**config.mk**
```make
export PLATFORM = sky130hd
export DESIGN_NAME = ip_address_text_classifier
export DESIGN_NICKNAME = d
export VERILOG_FILES = /design/src/rtl/core/ipcls_pkg.sv /design/src/rtl/core/ip_address_text_classifier.sv /design/src/rtl/core/ipcls_v4_rec.sv /design/src/rtl/core/ipcls_v6_rec.sv
export SDC_FILE = /design/constraint.sdc
export NUM_CORES = 1
export LEC_CHECK = 0
export BUFFER_PORTS_ARGS = -buffer_cell sky130_fd_sc_hd__buf_4
export CORE_UTILIZATION = 60
export CTS_BUF_LIST = sky130_fd_sc_hd__clkbuf_4 sky130_fd_sc_hd__clkbuf_8 sky130_fd_sc_hd__clkbuf_16
export DETAILED_ROUTE_END_ITERATION = 8
export PLACE_DENSITY = 0.91
export SYNTH_ARGS = -nofsm -noshare
export SYNTH_HDL_FRONTEND = slang
export SYNTH_HIERARCHICAL = 1
export SYNTH_SLANG_ARGS = --single-unit
```
**constraint.sdc**
```tcl
create_clock -name aclk -period 8.8 [get_ports aclk]
set_input_delay 0.44 -clock aclk [delete_from_list [all_inputs] [get_ports aclk]]
set_output_delay 0.44 -clock aclk [all_outputs]
set_load 0.005 [all_outputs]
```
**src/rtl/core/ipcls_pkg.sv**
```systemverilog
// shared types, constants and character helpers of the address classifier
package ipcls_pkg;

    localparam logic [7:0] CHAR_DOT   = 8'h2E;
    localparam logic [7:0] CHAR_COLON = 8'h3A;
    localparam logic [7:0] CHAR_ZERO  = 8'h30;
    localparam logic [7:0] CHAR_NINE  = 8'h39;
    localparam logic [7:0] CHAR_UP_A  = 8'h41;
    localparam logic [7:0] CHAR_UP_F  = 8'h46;
    localparam logic [7:0] CHAR_LO_A  = 8'h61;
    localparam logic [7:0] CHAR_LO_F  = 8'h66;

    localparam logic [1:0] V4_LAST_DOT    = 2'd3;
    localparam logic [1:0] V4_MAX_DIGITS  = 2'd3;
    localparam logic [13:0] V4_MAX_VALUE  = 14'h00FF;
    localparam logic [2:0] V6_LAST_COLON  = 3'd7;
    localparam logic [2:0] V6_MAX_DIGITS  = 3'd4;

    localparam logic [1:0] CLASS_NONE = 2'd0;
    localparam logic [1:0] CLASS_V4   = 2'd1;
    localparam logic [1:0] CLASS_V6   = 2'd2;

    typedef struct packed {
        logic       alive;
        logic [1:0] dot_count;
        logic [1:0] seg_len;
        logic [9:0] seg_value;
        logic       lead_zero;
    } v4_state_t;

    typedef struct packed {
        logic       alive;
        logic [2:0] colon_count;
        logic [2:0] seg_len;
    } v6_state_t;

    localparam v4_state_t V4_RESET = '{alive: 1'b1, dot_count: 2'd0, seg_len: 2'd0,
                                       seg_value: 10'd0, lead_zero: 1'b0};
    localparam v6_state_t V6_RESET = '{alive: 1'b1, colon_count: 3'd0, seg_len: 3'd0};

    function automatic logic is_dec(input logic [7:0] c);
        return (c >= CHAR_ZERO) && (c <= CHAR_NINE);
    endfunction

    function automatic logic is_hex(input logic [7:0] c);
        return is_dec(c) || ((c >= CHAR_UP_A) && (c <= CHAR_UP_F))
            || ((c >= CHAR_LO_A) && (c <= CHAR_LO_F));
    endfunction

endpackage

```
**src/rtl/core/ip_address_text_classifier.sv**
```systemverilog
// top level of the ipv4 / ipv6 address text classifier
//
// usage
// - input channel s_*: one character per transfer (s_char_code), with
//   s_last_char set on the final character of each address string
// - result channel m_*: one transfer per string, m_address_class is
//   0 neither, 1 dotted ipv4, 2 colon ipv6; other characters give no result
// - throughput: one character per cycle, sustained, as long as results
//   are taken; the ipv4 and ipv6 recognizers share one input register and
//   update their state when the character held in it advances
// - result path: a final character goes from the input register through
//   the recognizers into the output register, which drives m_valid
// - stall: a result waiting in the output register does not block further
//   characters of the next string; only a final character waits in the
//   input register until the output register is free, and then s_ready drops
// - reset (aresetn low, synchronous): both recognizers return to their
//   start state and both register stages are emptied
// - after every final character the recognizers restart for the next string
module ip_address_text_classifier
    import ipcls_pkg::*;
(
    input  logic       aclk,
    input  logic       aresetn,
    input  logic       s_valid,
    output logic       s_ready,
    input  logic [7:0] s_char_code,
    input  logic       s_last_char,
    output logic       m_valid,
    input  logic       m_ready,
    output logic [1:0] m_address_class
);

    // input register
    logic       in_valid_reg;
    logic [7:0] in_char_reg;
    logic       in_last_reg;

    // recognizer state
    v4_state_t v4_reg, v4_next, v4_upd;
    v6_state_t v6_reg, v6_next, v6_upd;
    logic      v4_ok, v6_ok;

    // result register
    logic       m_valid_reg;
    logic [1:0] class_reg;
    logic [1:0] class_next;

    logic advance;
    logic s_xfer;
    logic m_xfer;

    // a character without a result always moves on; a final one needs a free slot
    assign advance = in_valid_reg && (!in_last_reg || !m_valid_reg || m_ready);
    assign s_ready = !in_valid_reg || advance;
    assign s_xfer  = s_valid && s_ready;
    assign m_xfer  = m_valid_reg && m_ready;

    always_ff @(posedge aclk) begin
        if (!aresetn) begin
            in_valid_reg <= 1'b0;
        end else if (s_ready) begin
            in_valid_reg <= s_valid;
        end
    end

    always_ff @(posedge aclk) begin
        if (s_xfer) begin
            in_char_reg <= s_char_code;
            in_last_reg <= s_last_char;
        end
    end

    ipcls_v4_rec u_v4 (
        .cur       (v4_reg),
        .char_code (in_char_reg),
        .nxt       (v4_upd),
        .complete  (v4_ok)
    );

    ipcls_v6_rec u_v6 (
        .cur       (v6_reg),
        .char_code (in_char_reg),
        .nxt       (v6_upd),
        .complete  (v6_ok)
    );

    // restart both recognizers after the final character
    assign v4_next = in_last_reg ? V4_RESET : v4_upd;
    assign v6_next = in_last_reg ? V6_RESET : v6_upd;

    always_ff @(posedge aclk) begin
        if (!aresetn) begin
            v4_reg <= V4_RESET;
            v6_reg <= V6_RESET;
        end else if (advance) begin
            v4_reg <= v4_next;
            v6_reg <= v6_next;
        end
    end

    // ipv4 wins when both would match (cannot happen, the separators differ)
    always_comb begin
        if (v4_ok) begin
            class_next = CLASS_V4;
        end else if (v6_ok) begin
            class_next = CLASS_V6;
        end else begin
            class_next = CLASS_NONE;
        end
    end

    always_ff @(posedge aclk) begin
        if (!aresetn) begin
            m_valid_reg <= 1'b0;
        end else if (advance && in_last_reg) begin
            m_valid_reg <= 1'b1;
        end else if (m_xfer) begin
            m_valid_reg <= 1'b0;
        end
    end

    always_ff @(posedge aclk) begin
        if (advance && in_last_reg) begin
            class_reg <= class_next;
        end
    end

    assign m_valid         = m_valid_reg;
    assign m_address_class = class_reg;

endmodule

```
**src/rtl/core/ipcls_v4_rec.sv**
```systemverilog
// dotted ipv4 recognizer: next state for one character
module ipcls_v4_rec
    import ipcls_pkg::*;
(
    input  v4_state_t  cur,
    input  logic [7:0] char_code,
    output v4_state_t  nxt,
    output logic       complete
);

    logic [3:0]  digit;
    logic [13:0] grown;

    assign digit = char_code[3:0];
    assign grown = {4'd0, cur.seg_value} * 14'd10 + {10'd0, digit};

    always_comb begin
        nxt = cur;
        if (cur.alive) begin
            if (char_code == CHAR_DOT) begin
                if ((cur.seg_len == 2'd0) || (cur.dot_count == V4_LAST_DOT)) begin
                    nxt.alive = 1'b0;
                end else begin
                    nxt.dot_count = cur.dot_count + 2'd1;
                    nxt.seg_len   = 2'd0;
                    nxt.seg_value = 10'd0;
                    nxt.lead_zero = 1'b0;
                end
            end else if (is_dec(char_code)) begin
                if (cur.seg_len == 2'd0) begin
                    nxt.seg_value = {6'd0, digit};
                    nxt.lead_zero = (digit == 4'd0);
                    nxt.seg_len   = 2'd1;
                end else if (cur.lead_zero || (cur.seg_len == V4_MAX_DIGITS)
                             || (grown > V4_MAX_VALUE)) begin
                    nxt.alive = 1'b0;
                end else begin
                    nxt.seg_value = grown[9:0];
                    nxt.seg_len   = cur.seg_len + 2'd1;
                end
            end else begin
                nxt.alive = 1'b0;
            end
        end
    end

    assign complete = nxt.alive && (nxt.dot_count == V4_LAST_DOT) && (nxt.seg_len != 2'd0);

endmodule

```
**src/rtl/core/ipcls_v6_rec.sv**
```systemverilog
// colon ipv6 recognizer: next state for one character
module ipcls_v6_rec
    import ipcls_pkg::*;
(
    input  v6_state_t  cur,
    input  logic [7:0] char_code,
    output v6_state_t  nxt,
    output logic       complete
);

    always_comb begin
        nxt = cur;
        if (cur.alive) begin
            if (char_code == CHAR_COLON) begin
                if ((cur.seg_len == 3'd0) || (cur.colon_count == V6_LAST_COLON)) begin
                    nxt.alive = 1'b0;
                end else begin
                    nxt.colon_count = cur.colon_count + 3'd1;
                    nxt.seg_len     = 3'd0;
                end
            end else if (is_hex(char_code)) begin
                if (cur.seg_len >= V6_MAX_DIGITS) begin
                    nxt.alive = 1'b0;
                end else begin
                    nxt.seg_len = cur.seg_len + 3'd1;
                end
            end else begin
                nxt.alive = 1'b0;
            end
        end
    end

    assign complete = nxt.alive && (nxt.colon_count == V6_LAST_COLON)
        && (nxt.seg_len != 3'd0);

endmodule

```
==> impl_results.md, run 1 <==
* Met2 wire length at 2790 µm
* Synthesized cell area at 2650 µm²
* Pwr Density at 117 nW/µm²
* Hold_buf cts at 0
* Synth top area cells: dfxtp_1 19%, edfxtp_1 12%, ha_1 12%, a22o_1 9.2%, o21ai_0 2.8%
* Setup TNS at 0 ns
* Internal power at 0.260 mW
* Ys async rst share at 0%
* CP Launch Type: flop
* Worst Skew at 0.00646 ns
* Core Area at 4120 µm²
* Hold Path Class: in -> reg
* Net Count, Synth at 312
* Warnings, synthesis at 6
* Total number of H-tree levels at 2
* Clock sinks at 36
* Average wire per standard cell at 17.1 µm
* Synth unique cells at 61
* Worst Hold End: in_last_reg$_DFFE_PP_
* Crit path max-delay cell type: nor4_4
* Number of synthesized flops with an enable pin at 11
* Reg power frac at 53.7%
* Post-Syn Instances at 271
* Die area at 4690 µm²
* Grt ovf at 0
* Peak VDD IR at 0.0755 mV
* Reg2reg start: v4_reg[2]$_SDFFE_PN0P_
* Worst Max-Slew Pin Slew at 1.04 ns
* Global-route wire length before repair at 9110 µm
* Hold Path Stages at 1
* Primary flip-flop cell chosen by synthesis mapping: dfxtp_1
* Post-layout nets at 326
* Crit path largest cell delay at 0.64 ns
* Overall Power at 0.335 mW
* Crit Path Class: reg -> reg
* Largest net degree at the start of global routing at 24
* DRT iter0 DRCs at 176
* M1 WL at 2590 µm
* HP Start: s_last_char
* Syn_area_per_cell at 9.79 µm²
* Reg2reg end: m_address_class[1]$_SDFFCE_PP0P_
* CTS Buffer Depth at 2
* Initial Util at 64.5%
* Status: finished, final reports clean
* Synth Register Bits at 36
* Standard-cell rows at 23
* Clock power share at 39.8%
* I/O Pins at 17
* 1st-pass router iterations at 4
* CTS tree: done
* Layout cell share with drive strength beyond 1 at 14.0%
* Max FFs per register at 16
* Met3 wire length at 245 µm
* Slew headroom at 30.6%
* Final Hold Violating Endpoints at 0
* CP Max Fanout at 11
* Die Y at 68.5 µm
* Crit path time final at 3.99 ns
* Clock transition at the registers of the reported paths at 0.07 ns
* WP data arrival at 4.02 ns
* Residual DRC count at 0
* Die width at 68.5 µm
* Synth area leader: dfxtp_1
* Vias/cell at 6.42
* Total number of vias at 2,158
* Leakage at 1.26 nW
* Nature of the critical path endpoint: flop
* Final setup fails at 0
* Final period util at 45.3%
* # diodes at 0
* Gpl congestion at 0.870
* Data required, critical path at 8.84 ns
* Register-to-register setup slack at 4.81 ns
* Seq/Total Area, Yosys at 31.3%
* RSZ-0062 raised after global routing: false
* Initial antenna violation count at 0
* Crit-path cells: ha_1 -> ha_1 -> inv_1 -> fa_1 -> nand3b_1 -> a2111oi_4 -> mux2i_1 -> nor4_4 -> a21oi_2 -> nor4_2 -> nor2b_1
* Pins Over Slew Limit at 0
* Final HPWL DP at 4220 µm
* Most used cell, CP: ha_1
* Worst-skew pair later-pin latency at 0.29 ns
* Fmax at 251 MHz
* Post-CTS sizing at 0
* CTS buffer count at 5
* Yosys top cell area share at 18.9%
* R2r worst-path depth at 11
* All-Layer GR Usage at 26.5%
* Max Used Layer: met4
* Vias in the first global route at 2,010
* Root Buffer: clkbuf_8
* Post-CTS setup buffer count at 0
* Total Wirelength at 5760 µm
* Antenna-violating nets left at 0
* I/O Buffers at 16
* NetSw at 0.0753 mW
* Area Overhead vs Synth at 7.64%
* Gate power share at 6.5%
* Switching share of power at 22.5%
* Max cap viols at 0
-- worst max-delay path: cells and delay by family, from the launching register on --
kind	cells	cell delay, ns
AOI/OAI and AO/OA	2	0.66
adders and majority gates	3	1.01
buffers and inverters	1	0.08
DFF	1	0.48
muxes	1	0.16
and+or+nand+nor	4	1.35
-- per-layer routing --
metal | global-route usage, % | vias to the layer above
li1 | - | 1063
met1 | 33.8 | 1027
met2 | 43.3 | 53
met3 | 5.26 | 15
met4 | 11.2 | 0
met5 | 0 | -
-- metrics by stage --
| stage | utilization [%] | setup WS, ns | instance area, µm² | instances | hold slack (ns) |
|---|---|---|---|---|---|
| after detailed placement | 66.8 | 4.88 | 2750 | 328 | 0.473 |
| final | 69.4 | 4.81 | 2860 | 336 | 0.321 |
| after global placement | 66.8 | 5.01 | 2750 | 328 | 0.456 |
| after global routing | 69.4 | 4.56 | 2860 | 336 | 0.306 |
| after CTS | 69.4 | 4.84 | 2860 | 336 | 0.314 |
| after floorplan | - | 5.51 | 2650 | 271 | 0.438 |
-- cell families (layout without fill, tap and decap cells) --
logic type               after synthesis  count (layout)  share of synthesized area (%)
AND/OR/NAND/NOR                       84              84                           18.8
AO/OA/AOI/OAI                         83              83                           24.3
flip-flops                            36              36                           31.3
adder cells (fa/ha/maj)               28              28                           13.8
buffers and inverters                 24              39                           5.38
multiplexers                           9               9                           3.82
XOR/XNOR                               7               7                           2.59
-- power by group through the flow --
| stage | combinational, mW | clock (mW) | sequential, mW |
|---|---|---|---|
| finish | 0.0218 | 0.133 | 0.180 |
| global route | 0.0236 | 0.141 | 0.181 |
| CTS | 0.0215 | 0.136 | 0.180 |
| detailed placement | 0.0213 | 0 | 0.183 |
| global placement | 0.0204 | 0 | 0.183 |
| floorplan | 0.0151 | 0 | 0.182 |
-- worst max-delay path by stage --
stage	startpoint	slack (ns)	depth (start not counted)	endpoint
finish	v4_reg[2]$_SDFFE_PN0P_	4.81	11	m_address_class[1]$_SDFFCE_PP0P_
global route	v4_reg[2]$_SDFFE_PN0P_	4.56	11	m_address_class[1]$_SDFFCE_PP0P_
CTS	v4_reg[2]$_SDFFE_PN0P_	4.84	11	m_address_class[1]$_SDFFCE_PP0P_
detailed placement	v4_reg[2]$_SDFFE_PN0P_	4.88	11	m_address_class[1]$_SDFFCE_PP0P_
global placement	v4_reg[2]$_SDFFE_PN0P_	5.01	11	m_address_class[1]$_SDFFCE_PP0P_
floorplan	v4_reg[2]$_SDFFE_PN0P_	5.51	11	m_address_class[1]$_SDFFCE_PP0P_
-- Yosys cell counts, types with 5 or more instances --
| library cell | count |
|---|---|
| nor2b_1 | 5 |
| nor2_1 | 18 |
| ha_1 | 26 |
| edfxtp_1 | 11 |
| mux2i_1 | 6 |
| a31oi_1 | 6 |
| a22o_1 | 28 |
| nand2_1 | 11 |
| nand3_1 | 7 |
| dfxtp_1 | 25 |
| o21ai_0 | 15 |
| buf_6 | 5 |
| inv_1 | 15 |
| nor3_1 | 9 |
| a21oi_1 | 9 |
-- layout by cell type (no fill, tap or decap), types with 3 or more instances in the layout --
cell / instances
a22o_1: 28
ha_1: 26
dfxtp_1: 25
nor2_1: 18
buf_4: 16
inv_1: 15
o21ai_0: 15
nand2_1: 11
edfxtp_1: 11
a21oi_1: 9
nor3_1: 9
nand3_1: 7
a31oi_1: 6
mux2i_1: 6
nor2b_1: 5
clkbuf_8: 5
a211oi_1: 4
nand4b_1: 4
and2_1: 4
and3b_1: 3
nand2b_1: 3
xor2_1: 3
a311oi_1: 3
xnor2_1: 3
-- cell type report --
class	instances	area, µm²
Multi-Input combinational cell	211	1680
Sequential cell	36	831
Fill cell	320	1260
Clock inverter	1	5.00
Timing Repair Buffer	16	120
Clock buffer	7	101
Tap cell	50	62.6
Inverter	15	56.3
Note: power is estimated with default switching activity, not from simulation.
==> run 2: changes to the inputs <==
CORE_UTILIZATION = 55   (was 60)
PLACE_DENSITY = 0.88   (was 0.91)
clock period = 3.6 ns   (was 8.8 ns; I/O delays follow)
==> run 2 against run 1 <==
Against the previous run: global-route usage decreased by 1.6 points; first-iteration DRC count increased by 120%; clock power increased by 110%; power increased by 130%; count of clock-buffer cells in the layout decreased by 2; final cell count increased by 1.8%; combinational power increased to 2.5 times the previous value; wire length increased by 4.6%; clock skew increased by 0.0017 ns; via count increased by 4.4%; largest power group unchanged.
==> impl_results.md, run 2 (synthesized netlist as in run 1, its figures left out) <==
* Status: finished, final reports clean
* # diodes at 0
* Post-layout nets at 330
* Crit path time final at 3.43 ns
* Root Buffer: clkbuf_8
* Clock transition at the registers of the reported paths at 0.08 ns
* Data required, critical path at 3.64 ns
* Overall Power at 0.780 mW
* CP Launch Type: flop
* Standard-cell rows at 24
* Antenna-violating nets left at 0
* Internal power at 0.585 mW
* Vias/cell at 6.58
* Fill cells at 361
* Crit Path Class: reg -> reg
* All-Layer GR Usage at 24.9%
* Pwr Density at 269 nW/µm²
* Layout cell share with drive strength beyond 1 at 16.9%
* Final period util at 95.2%
* Largest net degree at the start of global routing at 24
* Grt ovf at 0
* Die Y at 71.4 µm
* Reg power frac at 56.4%
* Die width at 71.4 µm
* NetSw at 0.194 mW
* Clock sinks at 36
* Final WS setup at 0.172 ns
* Total Wirelength at 6020 µm
* Total number of vias at 2,252
* Max cap viols at 0
* Max FFs per register at 16
* Crit path largest cell delay at 0.52 ns
* Initial Util at 58.9%
* Peak VDD IR at 0.206 mV
* 1st-pass router iterations at 7
* Area Overhead vs Synth at 9.20%
* CTS buffer count at 5
* Worst Skew at 0.00815 ns
* Fin area at 2900 µm²
* WP data arrival at 3.47 ns
* I/O Pins at 17
* Most used cell, CP: nor4_4
* Hold Path Class: in -> reg
* Hold_buf cts at 0
* Final setup fails at 0
* Final Hold Violating Endpoints at 0
* Final HPWL DP at 4400 µm
* Switching share of power at 24.9%
* Residual DRC count at 0
* Slew headroom at 29.0%
* Global-route wire length before repair at 9870 µm
* Most frequent cells in the layout: 28 x a22o_1, 25 x ha_1, 23 x dfxtp_1
* CTS tree: done
* Worst-skew pair later-pin latency at 0.29 ns
* Fmax at 292 MHz
* Crit path max-delay cell type: fa_1
* Setup TNS at 0 ns
* Leakage at 1.27 nW
* Average wire per standard cell at 17.6 µm
* CP Max Fanout at 10
* CTS Buffer Depth at 2
* Place WS at 0.120 ns
* Commonest non-fill, non-tap cell in the layout: a22o_1
* Vias in the first global route at 2,088
* Crit-path cells: ha_1 -> ha_2 -> inv_1 -> fa_1 -> nand4b_1 -> a2111oi_4 -> mux2i_2 -> nor4_4 -> buf_6 -> and4b_1 -> nor4_4 -> nor2b_1
* Total number of H-tree levels at 2
* RSZ-0062 raised after global routing: false
* Gpl congestion at 0.861
* Core Area at 4500 µm²
* Gate power share at 7.0%
* I/O Buffers at 16
* Pins Over Slew Limit at 0
* Initial antenna violation count at 0
* DRT iter0 DRCs at 393
* Die area at 5100 µm²
* Clock power share at 36.5%
* Worst Max-Slew Pin Slew at 1.07 ns
* Placed instance area at 2780 µm²
* Nature of the critical path endpoint: flop
run 2: final timing paths:
kind	from	end	slack, ns	cells after the start
setup / recovery	v4_reg[2]$_SDFFE_PN0P_	m_address_class[1]$_SDFFCE_PP0P_	0.17	12
hold / removal	s_char_code[6]	in_char_reg[6]$_DFFE_PP_	0.07	1
setup reg to reg	v4_reg[2]$_SDFFE_PN0P_	m_address_class[1]$_SDFFCE_PP0P_	0.17	12
hold reg to reg	v6_reg[6]$_SDFFE_PN1P_	v6_reg[6]$_SDFFE_PN1P_	0.49	2
run 2: critical path, delay by kind of cell (launching register included):
kind / cells / cell delay (ns)
fa+ha+maj: 3 / 1.00
buf+inv: 2 / 0.23
mux: 1 / 0.31
compound gates: 1 / 0.44
flops: 1 / 0.32
simple gates: 5 / 0.87
run 2: area by class of cell:
type | count | area, µm² | area share (%)
Clock inverter | 3 | 18.8 | 0.648
Multi-Input combinational cell | 211 | 1700 | 58.7
Clock buffer | 5 | 68.8 | 2.38
Tap cell | 52 | 65.1 | 2.25
Timing Repair Buffer | 20 | 154 | 5.31
Inverter | 15 | 56.3 | 1.94
Sequential cell | 36 | 833 | 28.8
run 2: layer usage:
metal | share of wire [%] | global-route usage [%] | vias to the layer above
met2 | 46 | 38.0 | 105
met4 | 2.3 | 10.2 | 0
met1 | 46 | 34.5 | 1046
met5 | 0 | 0 | -
met3 | 5.9 | 4.92 | 20
li1 | - | - | 1081
run 2: power by group through the flow:
stage / clock network (mW) / registers (mW) / logic [mW]
3_3_place_gp: 0 / 0.448 / 0.0520
4_1_cts: 0.287 / 0.439 / 0.0537
6_report: 0.285 / 0.440 / 0.0547
3_5_place_dp: 0 / 0.449 / 0.0532
5_1_grt: 0.312 / 0.441 / 0.0596
2_1_floorplan: 0 / 0.445 / 0.0369
run 2: timing repair:
item,CTS,global route
resized for setup,0,7
setup buffers,0,0
setup endpoints to repair,0,10
endpoints found under the hold margin,0,0
run 2: through the flow:
stage / utilization (%) / instances / hold slack (ns)
2_1_floorplan: - / 271 / 0.279
3_3_place_gp: 61.8 / 334 / 0.358
3_5_place_dp: 61.8 / 334 / 0.360
4_1_cts: 63.7 / 342 / 0.0619
5_1_grt: 64.3 / 342 / 0.0479
6_report: 64.3 / 342 / 0.0663
